## src/hw/rtl/qkl_pkg.sv

```systemverilog
// Shared types, constants and constant table functions for the quadkey to lat/lon core.
package qkl_pkg;

  localparam int KEY_LEVELS_DEF = 24;
  localparam int KEY_W = 48;
  localparam int QUAD_W = 64;
  localparam int LAT_W = 32;
  localparam int LON_W = 33;
  localparam int MAG_W = 32;

  localparam int MUL_DEPTH = 3;
  localparam int HYP_STEPS = 53;
  localparam int CIRC_STEPS = 56;
  // mul, round, hyp, abs, mul, round, sum, circ, abs, mul, round
  localparam int LAT_DEPTH = MUL_DEPTH + 1 + HYP_STEPS + 1 + MUL_DEPTH + 1 + 1
                           + CIRC_STEPS + 1 + MUL_DEPTH + 1;

  localparam int QUEUE_DEPTH = 2;

  localparam logic [63:0] PI_Q60 = 64'h3243F6A8885A308D;
  localparam logic signed [39:0] LON_OFFSET = 40'sd3019898880;

  typedef struct packed {
    logic [QUAD_W-1:0]       quad;
    logic signed [LON_W-1:0] lon;
    logic                    neg;
    logic [MAG_W-1:0]        mag;
  } qkl_lane_t;

  typedef struct packed {
    qkl_lane_t first;
    qkl_lane_t second;
  } qkl_item_t;

  typedef struct packed {
    logic [QUAD_W-1:0]       first_quad;
    logic signed [LON_W-1:0] first_lon;
    logic [QUAD_W-1:0]       second_quad;
    logic signed [LON_W-1:0] second_lon;
  } qkl_side_t;

  // restoring division, elaboration only
  function automatic logic [63:0] udiv(input logic [63:0] n, input logic [63:0] d);
    logic [64:0] r;
    logic [63:0] q;
    r = '0;
    q = '0;
    for (int k = 63; k >= 0; k--) begin
      r = {r[63:0], n[k]};
      q = {q[62:0], 1'b0};
      if (r >= {1'b0, d}) begin
        r = r - {1'b0, d};
        q[0] = 1'b1;
      end
    end
    return q;
  endfunction

  function automatic logic signed [63:0] series_q62(input int i, input logic alt);
    logic signed [63:0] sum;
    logic signed [63:0] term;
    int e;
    sum = '0;
    for (int k = 0; k < 32; k++) begin
      e = (2 * k + 1) * i;
      if (e <= 62) begin
        term = $signed(udiv(64'd1 << (62 - e), 64'(2 * k + 1)));
        if (alt && k[0]) sum = sum - term;
        else sum = sum + term;
      end
    end
    return sum;
  endfunction

  function automatic logic signed [63:0] atanh_q62(input int i);
    if (i == 0) return '0;
    return series_q62(i, 1'b0);
  endfunction

  function automatic logic signed [63:0] atan_q62(input int i);
    if (i == 0) return $signed(PI_Q60);
    return series_q62(i, 1'b1);
  endfunction

  // shifts 1..50 with 4, 13 and 40 taken twice
  function automatic int hyp_shift(input int s);
    return s + 1 - ((s >= 4) ? 1 : 0) - ((s >= 14) ? 1 : 0) - ((s >= 42) ? 1 : 0);
  endfunction

  // 180/pi in Q56, rounded
  function automatic logic [63:0] deg_k();
    logic [63:0] r;
    logic [63:0] q;
    r = 64'd180;
    q = '0;
    for (int k = 0; k < 116; k++) begin
      r = {r[62:0], 1'b0};
      q = {q[62:0], 1'b0};
      if (r >= PI_Q60) begin
        r = r - PI_Q60;
        q[0] = 1'b1;
      end
    end
    if ({r[62:0], 1'b0} >= PI_Q60) q = q + 64'd1;
    return q;
  endfunction

endpackage

```

## src/hw/rtl/qkl_front.sv

```systemverilog
// Front stage: takes a transaction, forms Morton codes, longitude and row magnitude.
module qkl_front #(
  parameter int KEY_LEVELS = qkl_pkg::KEY_LEVELS_DEF
) (
  input  logic                        clk_i,
  input  logic                        rst_ni,
  input  logic                        in_valid_i,
  output logic                        in_stall_o,
  input  logic [qkl_pkg::KEY_W-1:0]   first_key_i,
  input  logic [qkl_pkg::KEY_W-1:0]   second_key_i,
  output logic                        push_valid_o,
  input  logic                        push_ready_i,
  output qkl_pkg::qkl_item_t          push_data_o
);

  localparam int SHIFT = qkl_pkg::QUAD_W - 2 * KEY_LEVELS;

  function automatic qkl_pkg::qkl_lane_t decode(input logic [qkl_pkg::KEY_W-1:0] key);
    qkl_pkg::qkl_lane_t ln;
    logic [63:0] quad;
    logic [31:0] x, y;
    logic [38:0] prod;
    logic signed [39:0] lon;
    quad = {16'b0, key} << SHIFT;
    for (int b = 0; b < 32; b++) begin
      x[b] = quad[2*b];
      y[b] = quad[2*b+1];
    end
    prod = {7'b0, x} * 39'd45 + 39'd16;
    lon  = $signed({6'b0, prod[38:5]}) - qkl_pkg::LON_OFFSET;
    ln.quad = quad;
    ln.lon  = lon[qkl_pkg::LON_W-1:0];
    ln.neg  = y > 32'h8000_0000;
    ln.mag  = ln.neg ? y - 32'h8000_0000 : 32'h8000_0000 - y;
    return ln;
  endfunction

  logic               valid_q;
  qkl_pkg::qkl_item_t item_q;
  logic               adv;

  assign adv = !valid_q || push_ready_i;
  assign in_stall_o = !adv;

  always_ff @(posedge clk_i or negedge rst_ni) begin
    if (!rst_ni) begin
      valid_q <= 1'b0;
    end else if (adv) begin
      valid_q <= in_valid_i;
    end
  end

  always_ff @(posedge clk_i) begin
    if (adv && in_valid_i) begin
      item_q.first  <= decode(first_key_i);
      item_q.second <= decode(second_key_i);
    end
  end

  assign push_valid_o = valid_q;
  assign push_data_o  = item_q;

endmodule

```

## config.mk

```make
export PLATFORM = sky130hd
export DESIGN_NAME = qkl_front
export DESIGN_NICKNAME = d
export VERILOG_FILES = /design/src/hw/rtl/qkl_pkg.sv /design/src/hw/rtl/qkl_front.sv
export SDC_FILE = /design/constraint.sdc
export NUM_CORES = 1
export LEC_CHECK = 0
export BUFFER_PORTS_ARGS = -buffer_cell sky130_fd_sc_hd__buf_4
export CAP_MARGIN = 10
export CORE_MARGIN = 8
export CORE_UTILIZATION = 55
export CTS_BUF_LIST = sky130_fd_sc_hd__clkbuf_8
export DETAILED_ROUTE_END_ITERATION = 6
export GPL_TIMING_DRIVEN = 0
export PLACE_DENSITY = 0.85
export SYNTH_ARGS = -nofsm -noshare
export SYNTH_HDL_FRONTEND = slang
export SYNTH_SLANG_ARGS = --single-unit
```

## constraint.sdc

```tcl
create_clock -name clk_i -period 6.4 [get_ports clk_i]
set_input_delay 0 -clock clk_i [delete_from_list [all_inputs] [get_ports clk_i]]
set_output_delay 0 -clock clk_i [all_outputs]
set_load 0.01 [all_outputs]
```

# Word-level counts from Yosys, hierarchy flattened
# Index checks and enable logic that the tools add are counted.
[totals]
regBits = 229
latchBits = 0
mem_bits_rw = 0
romBits = 0
inputBits = 100
out_inout_bits = 262
elab_cells = 27
n_memories = 0
[classes]
n_addsub = 8
n_mul = 2
div_mod_pow = 0
magnitude_cmp = 2
eq_ne = 0
n_shift = 0
n_mux = 2
n_bitwise = 0
reduce_logical = 4
[op_table]
columns = ["cell", "n"]
rows = [
  ["adder 38 x 5 -> 38 bit, second input constant", 2],
  ["subtractor 33 x 32 -> 33 bit, second input constant", 2],
  ["> comparator 32 bit, second input constant", 2],
  ["2-to-1 mux 32 bit", 2],
  ["subtractor 32 bit, first input constant", 2],
  ["subtractor 32 bit, second input constant", 2],
  ["multiplier 24 x 6 -> 30 bit, second input constant", 2],
  ["zero test 1 bit", 2],
  ["logical AND 1 bit", 1],
  ["logical OR 1 bit", 1],
]

# Longest topological paths before layout
[depth]
word_depth = 3
depth_mapped = 18

# Worst setup path after synthesis
# Ideal clock, no wire load.
[synth_path]
path_type = "flip-flop to flip-flop"
start = "register valid_q (netlist: push_valid_o)"
end = "register item_q (netlist bit push_data_o[100]), enable pin"
arrival_ns = 5.079
setup_slack_ns = 0.736
path_stages_with_launch = 3
path_buffers = 0
period_less_slack_ns = 5.664
cell_sequence = "dfrtp_1 -> nand2b_1 -> and2_1"
[synth_between]
elab_chain_cells = 3
[synth_lines]
columns = ["item", "line_no", "source"]
rows = [
  ["from (decl)", "qkl_front.sv:38", "logic valid_q;"],
  ["from (signal assigned)", "qkl_front.sv:49", "valid_q <= in_valid_i;"],
  ["zero test 1 bit", "qkl_front.sv:42", "assign adv = !valid_q || push_ready_i;"],
  ["logical OR 1 bit", "qkl_front.sv:42", ""],
  ["logical AND 1 bit", "qkl_front.sv:54", "if (adv && in_valid_i) begin"],
  ["to (decl)", "qkl_front.sv:39", "qkl_pkg::qkl_item_t item_q;"],
]
# No other way between the ends.
# A chain may end at the register's enable or synchronous reset.

# Worst setup path after layout
[layout_path]
start = "input port first_key_i[14] (netlist name)"
end = "register item_q (netlist bit push_data_o[195]) (data pin)"
[layout_between]
elab_chain_cells = 3
[layout_lines]
columns = ["item", "line_no", "source"]
rows = [
  ["from (decl)", "qkl_front.sv:9", "input logic [qkl_pkg::KEY_W-1:0] first_key_i,"],
  ["multiplier 24 x 6 -> 30 bit", "qkl_front.sv:29", "prod = {7'b0, x} * 39'd45 + 39'd16;"],
  ["adder 38 x 5 -> 38 bit", "qkl_front.sv:29", ""],
  ["subtractor 33 x 32 -> 33 bit", "qkl_front.sv:30", "lon = $signed({6'b0, prod[38:5]}) - qkl_pkg::LON_OFFSET;"],
]
# No other way between the ends.

==> run metrics <==
Worst setup EP type flip-flop; CTS Buf Count 35; Synth Register Bits 201; routed wire length 39.5 mm; Static Leakage 8.42 nW; asr flop ratio synth 0.498%; Yosys top cell by area edfxtp_1; crit-path max FO 6; IO Count 362; largest net degree at the start of global routing 76; Pint 3.59 mW; top-count cell post-synth inv_1; die height 173 µm; CTS tree built; Seq/Total Area, Yosys 44.6%; Max stage delay on crit path 0.56 ns; syn avg cell area 11.6 µm²; Die W 173 µm; worst slew pin tran 0.649 ns; Cells after Synth 1163; Area Overhead vs Synth 34.0%; initial DRC count 764; Critical Path AT 4.91 ns; vias 10600; Worst Hold Class in2reg; DR vias/cell 5.28; final total power 5.79 mW; Detail Route Antenna Nets 0; Clock Latency Late Sink 0.52 ns; placed inst area 16500 µm²; Setup crit start kind input pin; switching fraction of total power 38.1%; fin crit share 72.5%; kind of critical path in2reg; vias in the first global route 11500; relative slew slack 56.4%; top achievable clock speed 216 MHz; crit path time final 4.64 ns; HPWL Detailed 27.8 mm; endpoints failing hold 0; gpl congestion 0.862; Fin Hold WS 0.216 ns; PortBufs 307; Setup TNS Final 0 ns; number of synthesized flops with an enable pin 200; Max-Cap Viols 0; FF/Latch Area 6030 µm²; post-route cell area 18100 µm²; H-tree depth 2; postcts setup bufs 0; multi-input gate area in the final layout 6420 µm²; Yosys Warn Count 0; share of layout cells above drive strength 1 26.4%; Synth area leaders edfxtp_1, ha_1, fa_1; CTS clock-pin slew for the worst setup and hold paths 0.07 ns; Synth top cells by count inv_1, edfxtp_1, ha_1; Root Driver clkbuf_8; Yosys cell types 75; PostCTS Resize Cnt 0; PD cells 319 nW/µm²; Max Slew Vio Count 0; Non-Filler Instances 2016; RSZ-0062 raised after global routing no; Flop pwr share 32.5%; CTS Sinks 201; # setup viols final 0; initial antenna violation count 6; Total GRT Usage 25.7%; Fill cells 1578; # nets final 1963; clock skew 0.0139 ns; CP Cell Sequence dlygate4sd3_1 > buf_4 > ha_1 > inv_1 > fa_1 > fa_1 > inv_1 > ha_1 > nand4_1 > nor4b_1 > a22o_1 > o21ai_0 > o21ai_0 > xnor2_1 > ha_1 > nor3b_1 > o21ai_1 > xnor2_1; sw power 2.20 mW; FP Rows 57; CP dominant cell by count ha_1; post-placement cell count 1850; DR DRC count 0; Synth top area share 44.4%; global-route wire length before repair 61.8 mm; Die ar. 29900 µm²; mapped cell area 13500 µm²; Critical-path top delay cell fa_1; Starting Density 55.8%; core area 24200 µm²; Peak VDD IR 0.297 mV; Worst Path Required 6.67 ns; Comb pwr share 49.0%; GRT overflow 0; maximum clock insertion buffer count 3; outcome finished, final reports clean; Main synth FF type edfxtp_1; Wirelength per Cell 19.6 µm; clock power share 18.5%; Detailed Routing Iterations Pass 1 5
flip-flops by register name (all words and copies together) (netlist names):
signal,flops
push_valid_o,1
push_data_o,200
repair_timing:
| action | 4_1_cts | 5_1_grt |
|---|---|---|
| hold buffers | 100 | 0 |
| endpoints found under the setup margin | 0 | 0 |
| endpoints found under the hold margin | 148 | 0 |
layout by cell type (no fill, tap or decap), types with 36 or more instances in the layout:
cell type	count
buf_4	367
inv_1	215
edfxtp_1	200
ha_1	131
dlygate4sd3_1	100
xnor2_1	71
fa_1	69
a21oi_1	68
conb_1	54
xor2_1	42
nand2_1	40
nor2_1	39
o21ai_0	36
clkbuf_8	36
cell families (layout without fill, tap and decap cells):
| logic type | count (synthesis) | count (layout) | share of synthesized area, % |
|---|---|---|---|
| DFF | 201 | 201 | 44.6 |
| other | 1 | 61 | 0.0277 |
| AOI/OAI and AO/OA | 203 | 203 | 9.90 |
| xor gates and xnor gates | 113 | 113 | 7.31 |
| muxes | 1 | 1 | 0.0739 |
| adders and majority gates | 200 | 200 | 22.3 |
| and+or+nand+nor | 163 | 163 | 6.29 |
| buffers and inverters | 281 | 750 | 9.54 |
worst max-delay path: cells and delay by family:
kind                     cells  cell delay, ns
buffers and inverters        4            0.82
XOR/XNOR                     2            0.30
AO/OA/AOI/OAI                4            0.81
AND/OR/NAND/NOR              3            0.94
adder cells (fa/ha/maj)      5            2.03
final cells by class:
class                           instances  share of cell area [%]
Tap cell                              324                    2.23
Antenna cell                            7                  0.0966
Inverter                              209                    4.32
Timing Repair Buffer                  410                    18.6
Clock buffer                           36                    2.73
Sequential cell                       201                    33.2
Multi-Input combinational cell        734                    35.4
Buffer                                 72                    2.79
Clock inverter                         23                   0.566
power groups by stage:
stage               Clock, mW  Combinational [mW]  Sequential (mW)
detailed placement          0                2.74             1.90
global placement            0                2.66             1.91
finish                   1.07                2.84             1.88
floorplan                   0                1.77             2.02
global route             1.14                3.17             1.90
CTS                      1.07                2.81             1.88
metal layers:
metal  wire (µm)  global-route usage [%]  up-vias
met3        3680                    8.19      109
li1            -                       -     4919
met2       20400                    47.3      539
met1       14000                    26.6     5071
met4        1450                    10.4        0
met5           0                       0        -
worst paths after layout:
path / slack [ns] / cells past startpoint / to / from
hold / removal: 0.22 / 2 / push_data_o[84] / second_key_i[2]
setup / recovery: 1.76 / 18 / push_data_o[195] / first_key_i[14]
min in group asynchronous: 0.34 / 3 / push_valid_o / rst_ni
max in group asynchronous: 5.95 / 3 / push_valid_o / rst_ni
hold reg to reg: 1.04 / 2 / push_data_o[149] / push_valid_o
setup reg to reg: 4.28 / 4 / push_data_o[57] / push_valid_o
through the flow:
step	utilization, %	setup WS, ns
3_5_place_dp	68.1	1.85
6_report	74.8	1.76
4_1_cts	74.7	1.85
2_1_floorplan	-	0.736
5_1_grt	74.8	1.42
3_3_place_gp	67.8	-0.882
(Power assumes the default switching activity.)
