## src/hw/rtl/qkl_pkg.sv

```systemverilog
// Shared types, constants and constant table functions for the quadkey to lat/lon core.
package qkl_pkg;

  localparam int KEY_LEVELS_DEF = 24;
  localparam int KEY_W = 48;
  localparam int QUAD_W = 64;
  localparam int LAT_W = 32;
  localparam int LON_W = 33;
  localparam int MAG_W = 32;

  localparam int MUL_DEPTH = 3;
  localparam int HYP_STEPS = 53;
  localparam int CIRC_STEPS = 56;
  // mul, round, hyp, abs, mul, round, sum, circ, abs, mul, round
  localparam int LAT_DEPTH = MUL_DEPTH + 1 + HYP_STEPS + 1 + MUL_DEPTH + 1 + 1
                           + CIRC_STEPS + 1 + MUL_DEPTH + 1;

  localparam int QUEUE_DEPTH = 2;

  localparam logic [63:0] PI_Q60 = 64'h3243F6A8885A308D;
  localparam logic signed [39:0] LON_OFFSET = 40'sd3019898880;

  typedef struct packed {
    logic [QUAD_W-1:0]       quad;
    logic signed [LON_W-1:0] lon;
    logic                    neg;
    logic [MAG_W-1:0]        mag;
  } qkl_lane_t;

  typedef struct packed {
    qkl_lane_t first;
    qkl_lane_t second;
  } qkl_item_t;

  typedef struct packed {
    logic [QUAD_W-1:0]       first_quad;
    logic signed [LON_W-1:0] first_lon;
    logic [QUAD_W-1:0]       second_quad;
    logic signed [LON_W-1:0] second_lon;
  } qkl_side_t;

  // restoring division, elaboration only
  function automatic logic [63:0] udiv(input logic [63:0] n, input logic [63:0] d);
    logic [64:0] r;
    logic [63:0] q;
    r = '0;
    q = '0;
    for (int k = 63; k >= 0; k--) begin
      r = {r[63:0], n[k]};
      q = {q[62:0], 1'b0};
      if (r >= {1'b0, d}) begin
        r = r - {1'b0, d};
        q[0] = 1'b1;
      end
    end
    return q;
  endfunction

  function automatic logic signed [63:0] series_q62(input int i, input logic alt);
    logic signed [63:0] sum;
    logic signed [63:0] term;
    int e;
    sum = '0;
    for (int k = 0; k < 32; k++) begin
      e = (2 * k + 1) * i;
      if (e <= 62) begin
        term = $signed(udiv(64'd1 << (62 - e), 64'(2 * k + 1)));
        if (alt && k[0]) sum = sum - term;
        else sum = sum + term;
      end
    end
    return sum;
  endfunction

  function automatic logic signed [63:0] atanh_q62(input int i);
    if (i == 0) return '0;
    return series_q62(i, 1'b0);
  endfunction

  function automatic logic signed [63:0] atan_q62(input int i);
    if (i == 0) return $signed(PI_Q60);
    return series_q62(i, 1'b1);
  endfunction

  // shifts 1..50 with 4, 13 and 40 taken twice
  function automatic int hyp_shift(input int s);
    return s + 1 - ((s >= 4) ? 1 : 0) - ((s >= 14) ? 1 : 0) - ((s >= 42) ? 1 : 0);
  endfunction

  // 180/pi in Q56, rounded
  function automatic logic [63:0] deg_k();
    logic [63:0] r;
    logic [63:0] q;
    r = 64'd180;
    q = '0;
    for (int k = 0; k < 116; k++) begin
      r = {r[62:0], 1'b0};
      q = {q[62:0], 1'b0};
      if (r >= PI_Q60) begin
        r = r - PI_Q60;
        q[0] = 1'b1;
      end
    end
    if ({r[62:0], 1'b0} >= PI_Q60) q = q + 64'd1;
    return q;
  endfunction

endpackage

```

## src/hw/rtl/qkl_fifo.sv

```systemverilog
// Short register queue between the front stage and the latitude pipeline.
module qkl_fifo (
  input  logic               clk_i,
  input  logic               rst_ni,
  input  logic               push_valid_i,
  output logic               push_ready_o,
  input  qkl_pkg::qkl_item_t push_data_i,
  output logic               pop_valid_o,
  input  logic               pop_i,
  output qkl_pkg::qkl_item_t pop_data_o
);

  localparam int DEPTH = qkl_pkg::QUEUE_DEPTH;
  localparam int PTR_W = $clog2(DEPTH);
  localparam int CNT_W = $clog2(DEPTH + 1);

  qkl_pkg::qkl_item_t mem_q [DEPTH];
  logic [PTR_W-1:0]   wr_q, rd_q;
  logic [CNT_W-1:0]   cnt_q;
  logic               push, pop;

  assign push_ready_o = cnt_q != CNT_W'(DEPTH);
  assign pop_valid_o  = cnt_q != '0;
  assign push = push_valid_i && push_ready_o;
  assign pop  = pop_i && pop_valid_o;
  assign pop_data_o = mem_q[rd_q];

  always_ff @(posedge clk_i or negedge rst_ni) begin
    if (!rst_ni) begin
      wr_q  <= '0;
      rd_q  <= '0;
      cnt_q <= '0;
    end else begin
      if (push) wr_q <= wr_q + PTR_W'(1);
      if (pop) rd_q <= rd_q + PTR_W'(1);
      if (push && !pop) cnt_q <= cnt_q + CNT_W'(1);
      else if (pop && !push) cnt_q <= cnt_q - CNT_W'(1);
    end
  end

  always_ff @(posedge clk_i) begin
    if (push) mem_q[wr_q] <= push_data_i;
  end

endmodule

```

## config.mk

```make
export PLATFORM = sky130hd
export DESIGN_NAME = qkl_fifo
export DESIGN_NICKNAME = d
export VERILOG_FILES = /design/src/hw/rtl/qkl_pkg.sv /design/src/hw/rtl/qkl_fifo.sv
export SDC_FILE = /design/constraint.sdc
export NUM_CORES = 1
export LEC_CHECK = 0
export BUFFER_PORTS_ARGS = -buffer_cell sky130_fd_sc_hd__buf_2
export CELL_PAD_IN_SITES_DETAIL_PLACEMENT = 1
export CELL_PAD_IN_SITES_GLOBAL_PLACEMENT = 1
export CORE_MARGIN = 2
export CORE_UTILIZATION = 48
export DETAILED_ROUTE_END_ITERATION = 7
export HOLD_SLACK_MARGIN = 0.05
export PLACE_DENSITY = 0.87
export SLEW_MARGIN = 40
export SYNTH_ARGS = -nofsm -noshare
export SYNTH_HDL_FRONTEND = slang
export SYNTH_SLANG_ARGS = --single-unit
```

## constraint.sdc

```tcl
create_clock -name clk_i -period 36.2 [get_ports clk_i]
set_clock_uncertainty 0.05 [all_clocks]
set_input_delay 5.43 -clock clk_i [delete_from_list [all_inputs] [get_ports clk_i]]
set_output_delay 5.43 -clock clk_i [all_outputs]
set_load 0.02 [all_outputs]
```

# ---- After elaboration in Yosys (flattened, before gate mapping)
# Memories as Yosys holds them, arrays and structs flattened.
# Cells that the tools add are included.
# Widths: inputs -> output; s select.
dict set report op_classes {
  add_sub_neg 4
  n_reduce_logical 8
  muxes 4
  n_eq_ne 1
}
# cell count
set op_table {}
lappend op_table {{$logic_and 1x1->1} 4}
lappend op_table {{$mux 2} 2}
lappend op_table {{$reduce_bool 2->1} 2}
lappend op_table {{$add 1x1->1 const B} 2}
lappend op_table {{$add 2x1->2 const B} 1}
lappend op_table {{$logic_not 1->1} 2}
lappend op_table {{$mux 1} 2}
lappend op_table {{$ne 2x2->1 const B} 1}
lappend op_table {{$sub 2x1->2 const B} 1}
dict set report word_totals {
  in_bits 264
  output_inout_bits 262
  n_memories 1
  regBits 4
  word_cells 21
  ramBits 520
}
# memory depth width rd rd_clocked_by_memory_dff wr line_no
set mem_list {}
lappend mem_list {mem_q 2 260 1 0 1 qkl_fifo.sv:17} ;# qkl_pkg::qkl_item_t mem_q [DEPTH];

# ---- Longest topological paths before layout
# Gate-level depths: netlist of run 1.
dict set report depth {
  depth_word 6
  ltp_mapped 7
  depth_no_buf 7
}

# ---- Worst setup path after synthesis of run 1
# No wires, ideal clock.
dict set report synth_path {
  kind {input to register}
  start {input push_valid_i}
  end {memory mem_q[0][0] in the netlist's numbering (enable)}
  path_slack_ps 18970
  path_buffers 0
  cell_stages 2
  setup_time_ps 886
  arrival_time_ps 16294
  cell_sequence {nand2_1 nor2_1}
}
dict set report synth_between {
  elab_chain_len 3
}
# item line_no
set synth_rtl {}
lappend synth_rtl {{from (decl)} qkl_fifo.sv:5} ;# input logic push_valid_i,
lappend synth_rtl {{$logic_and 1x1->1} qkl_fifo.sv:24} ;# assign push = push_valid_i && push_ready_o;
lappend synth_rtl {{$mux 1} qkl_fifo.sv:42} ;# if (push) mem_q[wr_q] <= push_data_i;
lappend synth_rtl {{$mux 1 (implied by the code)} qkl_fifo.sv:42}
lappend synth_rtl {{to (decl)} qkl_fifo.sv:17}
# Every way passes these cells.

==> metrics.yaml, run 1 <==
status: "completed"
grt_pass1_wl_um: 69700
clk_pin_slew_ps: 60
p_comb_frac: 0.356
netlist_instances: 827
cts_tree: "yes"
dr_wl_met3_um: 3390
slew_headroom: 0.485
cts_buffers: 52
dieArea_sq_um: 42700
yosysWarnings: 0
endpoint_kind: "output port"
dr.max_layer_used: "met5"
critical_path_class: "reg -> out"
rows: 74
clock_sinks: 524
drc_errors: 0
rsz0062_at_grt: "no"
dpl.cell_count: 1865
start_util: 0.484
maxCapViolCount: 0
portBuffers: 525
power.switching_mw: 0.712
drive_gt1_frac: 0.606
grt_pass1_vias: 11146
post-dp-hpwl_um: 33600
holdBufCountCts: 0
final_cell_area_sq_um: 24500
ios: 526
syn_nets: 1092
ant_nets: 0
crit_required_ps: 30720
p_per_area_nw_per_um2: 87.1
nFillCells: 3668
setup_viol: 0
critPathLaunchType: "flip-flop"
fin_nets: 1652
yosysSeqAreaShare: 0.796
hold_class: "reg -> reg"
p_leak_nw: 9.65
post_cts_resize_count: 0
peakVddDrop_uv: 62.7
crit_arrival_ps: 3350
ys_types: 15
dieHeight_um: 207
ff2ff_setup_slack_ps: 33200
ys_ff_latch: 524
wl_met2_um: 28000
place_congestion: 0.756
grt_remaining_overflow: 0
routed-via-count: 10094
postRouteWirelength_um: 49400
grt_max_degree: 97
r2r_end: "mem_q[0][117]"
wl_per_cell_um: 25.1
synth_area_sq_um: 19700
tns_ps: 0
min_period_over_period: 0.244
antenna_found_initial: 13
tightest_slew_ps: 772
hp-start: "cnt_q[1]"
intPower_mw: 1.42
netSwitchingFraction: 0.334
hold_depth: 1
design_power_total_mw: 2.13
placed_cell_area_sq_um: 22900
chipWidth_um: 207
slew_violations: 0
h-tree-depth: 2
cts_setup_buffers: 0
viasPerCell: 5.13
fmax_ghz: 0.113
area_growth_pct: 24.1
r2r_start: "cnt_q[0]"
root_buffer: "clkbuf_16"
cts_max_path_buffers: 3
fin_crit_ps: 8830
hold_viol_final: 0
instances_no_fill: 1968
core_sq_um: 40700
hold-path-endpoint: "cnt_q[1]"
grt_use_total: 0.224
p_seq_frac: 0.412
m1WireLength_um: 16300
cp_max_fo: 66
clkPwrFrac: 0.232
clock_latency_ps: 560
reg2regPathDepth: 6
syn_avg_cell_area_sq_um: 23.9
drtIter0Drc: 551
dr.pass1.iters: 4
worst max-delay path by stage:
stage | start | end | slack (ps) | depth (start not counted)
final | rd_q | pop_data_o[239] | 27370 | 4
after global routing | rd_q | pop_data_o[239] | 27230 | 4
after CTS | rd_q | pop_data_o[239] | 27350 | 4
after detailed placement | rd_q | pop_data_o[252] | 28000 | 4
after global placement | rd_q | pop_data_o[26] | 27530 | 4
after floorplan | push_valid_i | mem_q[0][0] | 18970 | 2
layer usage:
| metal | track usage | vias up |
|---|---|---|
| li1 | - | 4437 |
| met5 | 0 | - |
| met1 | 0.228 | 5111 |
| met3 | 0.0562 | 103 |
| met4 | 0.0864 | 6 |
| met2 | 0.434 | 437 |
state kept, by name, indices dropped and copies added, names as in the netlist:
| name | flops |
|---|---|
| rd_q | 1 |
| wr_q | 1 |
| cnt_q | 2 |
| mem_q | 520 |
power by group through the flow:
stage	Clock (mW)	Combinational (mW)	Sequential (mW)
3_5_place_dp	0	0.759	0.891
2_1_floorplan	0	0.550	0.918
6_report	0.495	0.759	0.880
5_1_grt	0.525	0.797	0.891
4_1_cts	0.507	0.767	0.882
3_3_place_gp	0	0.738	0.876
cell families after synthesis:
logic type,count (synthesis),synth area share
XOR/XNOR,5,0.00222
AND/OR/NAND/NOR,7,0.00171
multiplexers,260,0.185
adder cells (fa/ha/maj),1,0.000634
buffers and inverters,30,0.0145
flip-flops,524,0.796
critical path, cell delays in order (launching register included):
cell and delay, ps:
dfrtp_4 800, buf_6 600, buf_6 670, mux2_2 420
buf_2 170
through the flow:
| stage | setup WS [ps] | util | hold WS (ps) |
|---|---|---|---|
| finish | 27370 | 0.601 | 452 |
| global placement | 27530 | 0.561 | 423 |
| global route | 27230 | 0.601 | 478 |
| CTS | 27350 | 0.601 | 451 |
| detailed placement | 28000 | 0.563 | 441 |
| floorplan | 18970 | - | 406 |
Yosys cell counts:
master    instances  area [sq um]
mux2_4          190          2850
or2_2             1          6.26
xnor2_1           3          26.3
nand2b_1          1          6.26
inv_1             1          3.75
xor2_1            2          17.5
dfrtp_1           4           100
buf_2             7          35.0
ha_1              1          12.5
buf_6            22           248
nand2_1           2          7.51
edfxtp_1        520         15600
nor2_1            2          7.51
and3_1            1          6.26
mux2_2           70           788
layout make-up:
type,count,area (sq um),share of cell area
Clock buffer,73,1430,0.0584
Timing Repair Buffer,535,2790,0.114
Inverter,1,3.75,0.000153
Multi-Input combinational cell,273,3740,0.153
Antenna cell,10,25.0,0.00102
Clock inverter,20,118,0.00480
Tap cell,532,666,0.0272
Sequential cell,524,15700,0.642
cells in the final DEF, fill, tap and decap left out, types with 2 or more instances in the layout:
master       n
buf_12       2
buf_16       2
buf_2      525
buf_6        6
clkbuf_1    17
clkbuf_16   53
clkbuf_8     3
clkinv_1    11
clkinv_2     6
dfrtp_1      3
diode_2     10
edfxtp_1   520
mux2_2      70
mux2_4     190
nand2_1      2
xnor2_1      3
xor2_1       2
Power figures use the tool's default switching activity.
==> run 2, diff against run 1 <==
--- a/config.mk
+++ b/config.mk
@@ -9,10 +9,10 @@
 export CELL_PAD_IN_SITES_DETAIL_PLACEMENT = 1
 export CELL_PAD_IN_SITES_GLOBAL_PLACEMENT = 1
 export CORE_MARGIN = 2
-export CORE_UTILIZATION = 48
+export CORE_UTILIZATION = 45
 export DETAILED_ROUTE_END_ITERATION = 7
 export HOLD_SLACK_MARGIN = 0.05
-export PLACE_DENSITY = 0.87
+export PLACE_DENSITY = 0.83
 export SLEW_MARGIN = 40
 export SYNTH_ARGS = -nofsm -noshare
 export SYNTH_HDL_FRONTEND = slang
==> constraint.sdc (replaced) <==
create_clock -name clk_i -period 8.5 [get_ports clk_i]
set_clock_uncertainty 0.05 [all_clocks]
set_input_delay 1.275 -clock clk_i [delete_from_list [all_inputs] [get_ports clk_i]]
set_output_delay 1.275 -clock clk_i [all_outputs]
set_load 0.02 [all_outputs]
==> run 2 against run 1 <==
Cell area rose by 1.0%. Largest power group unchanged. Total power rose to 4.3 times the previous value. Highest routed layer unchanged. Global-route usage fell by 2.1 points. Critical path type unchanged. Worst setup slack got worse by 23000 ps.
==> metrics.yaml, run 2 (synthesis results as in run 1) <==
status: "completed"
instances_no_fill: 2029
crit_arrival_ps: 2980
clock_latency_ps: 590
p_per_area_nw_per_um2: 375
clock_sinks: 524
routed-via-count: 10103
peakVddDrop_uv: 265
post-dp-hpwl_um: 33300
ant_nets: 0
min_period_over_period: 0.506
drtIter0Drc: 464
max_stage_delay_ps: 910
clk_pin_slew_ps: 60
drive_gt1_frac: 0.610
grt_max_degree: 133
multi_input_area_sq_um: 3740
mostFrequentLayoutCells: "525 x buf_2, 520 x edfxtp_1, 190 x mux2_4, 70 x mux2_2, 55 x clkbuf_16"
h-tree-depth: 2
grt_use_total: 0.203
portBuffers: 525
crit_required_ps: 7170
area_growth_pct: 25.4
dr.pass1.iters: 4
crit_path_cell_trace: "buf_12 > buf_16 > mux2_4 > buf_2"
endpoint_kind: "output port"
maxCapViolCount: 0
nFillCells: 3984
tns_ps: 0
postRouteWirelength_um: 48400
fmax_ghz: 0.232
cts_max_path_buffers: 3
viasPerCell: 4.98
fin_crit_ps: 4300
critical_path_class: "reg -> out"
wl_per_cell_um: 23.9
dieArea_sq_um: 45500
antenna_found_initial: 14
top_register: "mem_q"
p_leak_nw: 9.73
cp_max_fo: 67
drc_errors: 0
fin_nets: 1653
ios: 526
largest_register_ffs: 520
cts_tree: "yes"
grt_remaining_overflow: 0
tightest_slew_ps: 831
setup_viol: 0
cts_setup_buffers: 0
cp_slowest_cell: "dfrtp_4"
chipWidth_um: 213
largestRegisters: "mem_q x520, cnt_q x2"
slew_headroom: 0.446
dieHeight_um: 213
hold_viol_final: 0
slew_violations: 0
grt_pass1_wl_um: 67900
core_sq_um: 43200
dpl.cell_count: 1918
final_common_cell: "buf_2"
rsz0062_at_grt: "no"
holdBufCountCts: 0
critPathLaunchType: "flip-flop"
ff_latch_area_sq_um: 15700
post_cts_resize_count: 0
cts_buffers: 53
start_util: 0.457
root_buffer: "clkbuf_16"
hold_class: "in -> async"
place_congestion: 0.769
rows: 76
grt_pass1_vias: 11009
-- run 2: changes by cell type in the layout (fill, tap and decap cells not counted), sizes merged --
cell	change
bufinv	+5
clkinv	-2
clkinvlp	+1
diode	+4
-- run 2: layout make-up --
cell class                 count  share of cell area
timing repair buffer         535               0.112
inverter                       1            0.000152
clock inverter                24              0.0113
tap                          585              0.0296
multi-input combinational    273               0.151
antenna                       14             0.00142
clock buffer                  73              0.0592
sequential                   524               0.635
-- run 2: critical path: cells and delay by family (launching register included) --
family | cells | cell delay (ps)
flops | 1 | 910
mux | 1 | 350
buf+inv | 3 | 1000
-- run 2: power by group --
| group | internal (mW) | total [mW] | switching, mW |
|---|---|---|---|
| registers | 3.54 | 3.76 | 0.215 |
| clock network | 1.38 | 2.34 | 0.954 |
| logic | 1.31 | 3.19 | 1.88 |
-- run 2: path summary, 6_finish.rpt --
| kind | cells past startpoint | from | to | slack [ps] |
|---|---|---|---|---|
| max | 4 | rd_q | pop_data_o[194] | 4200 |
| min reg2reg | 1 | cnt_q[1] | cnt_q[1] | 460 |
| min | 1 | rst_ni | cnt_q[0] | 440 |
| max reg2reg | 5 | cnt_q[0] | mem_q[0][175] | 5760 |
| max in group asynchronous | 1 | rst_ni | rd_q | 7810 |
| min in group clk_i | 1 | cnt_q[1] | cnt_q[1] | 460 |
-- run 2: per-stage QoR --
stage	power, mW	hold WS, ps	setup slack, ps	utilization	area, sq um
floorplan	6.15	406	574	-	19700
global placement	6.88	425	4810	0.531	22900
detailed placement	7.02	448	4730	0.532	23000
CTS	9.38	391	4070	0.572	24700
global route	9.63	409	3980	0.573	24700
finish	9.28	440	4200	0.573	24700
-- run 2: routing by layer --
metal  part of all wire  up-vias  GRT usage  wire (um)
met5            0.00043        -          0         21
met4              0.029        4     0.0757       1390
met3              0.065       91     0.0562       3150
met2               0.55      388      0.382      26800
met1               0.35     5175      0.216      17000
li1                   -     4445          -          -
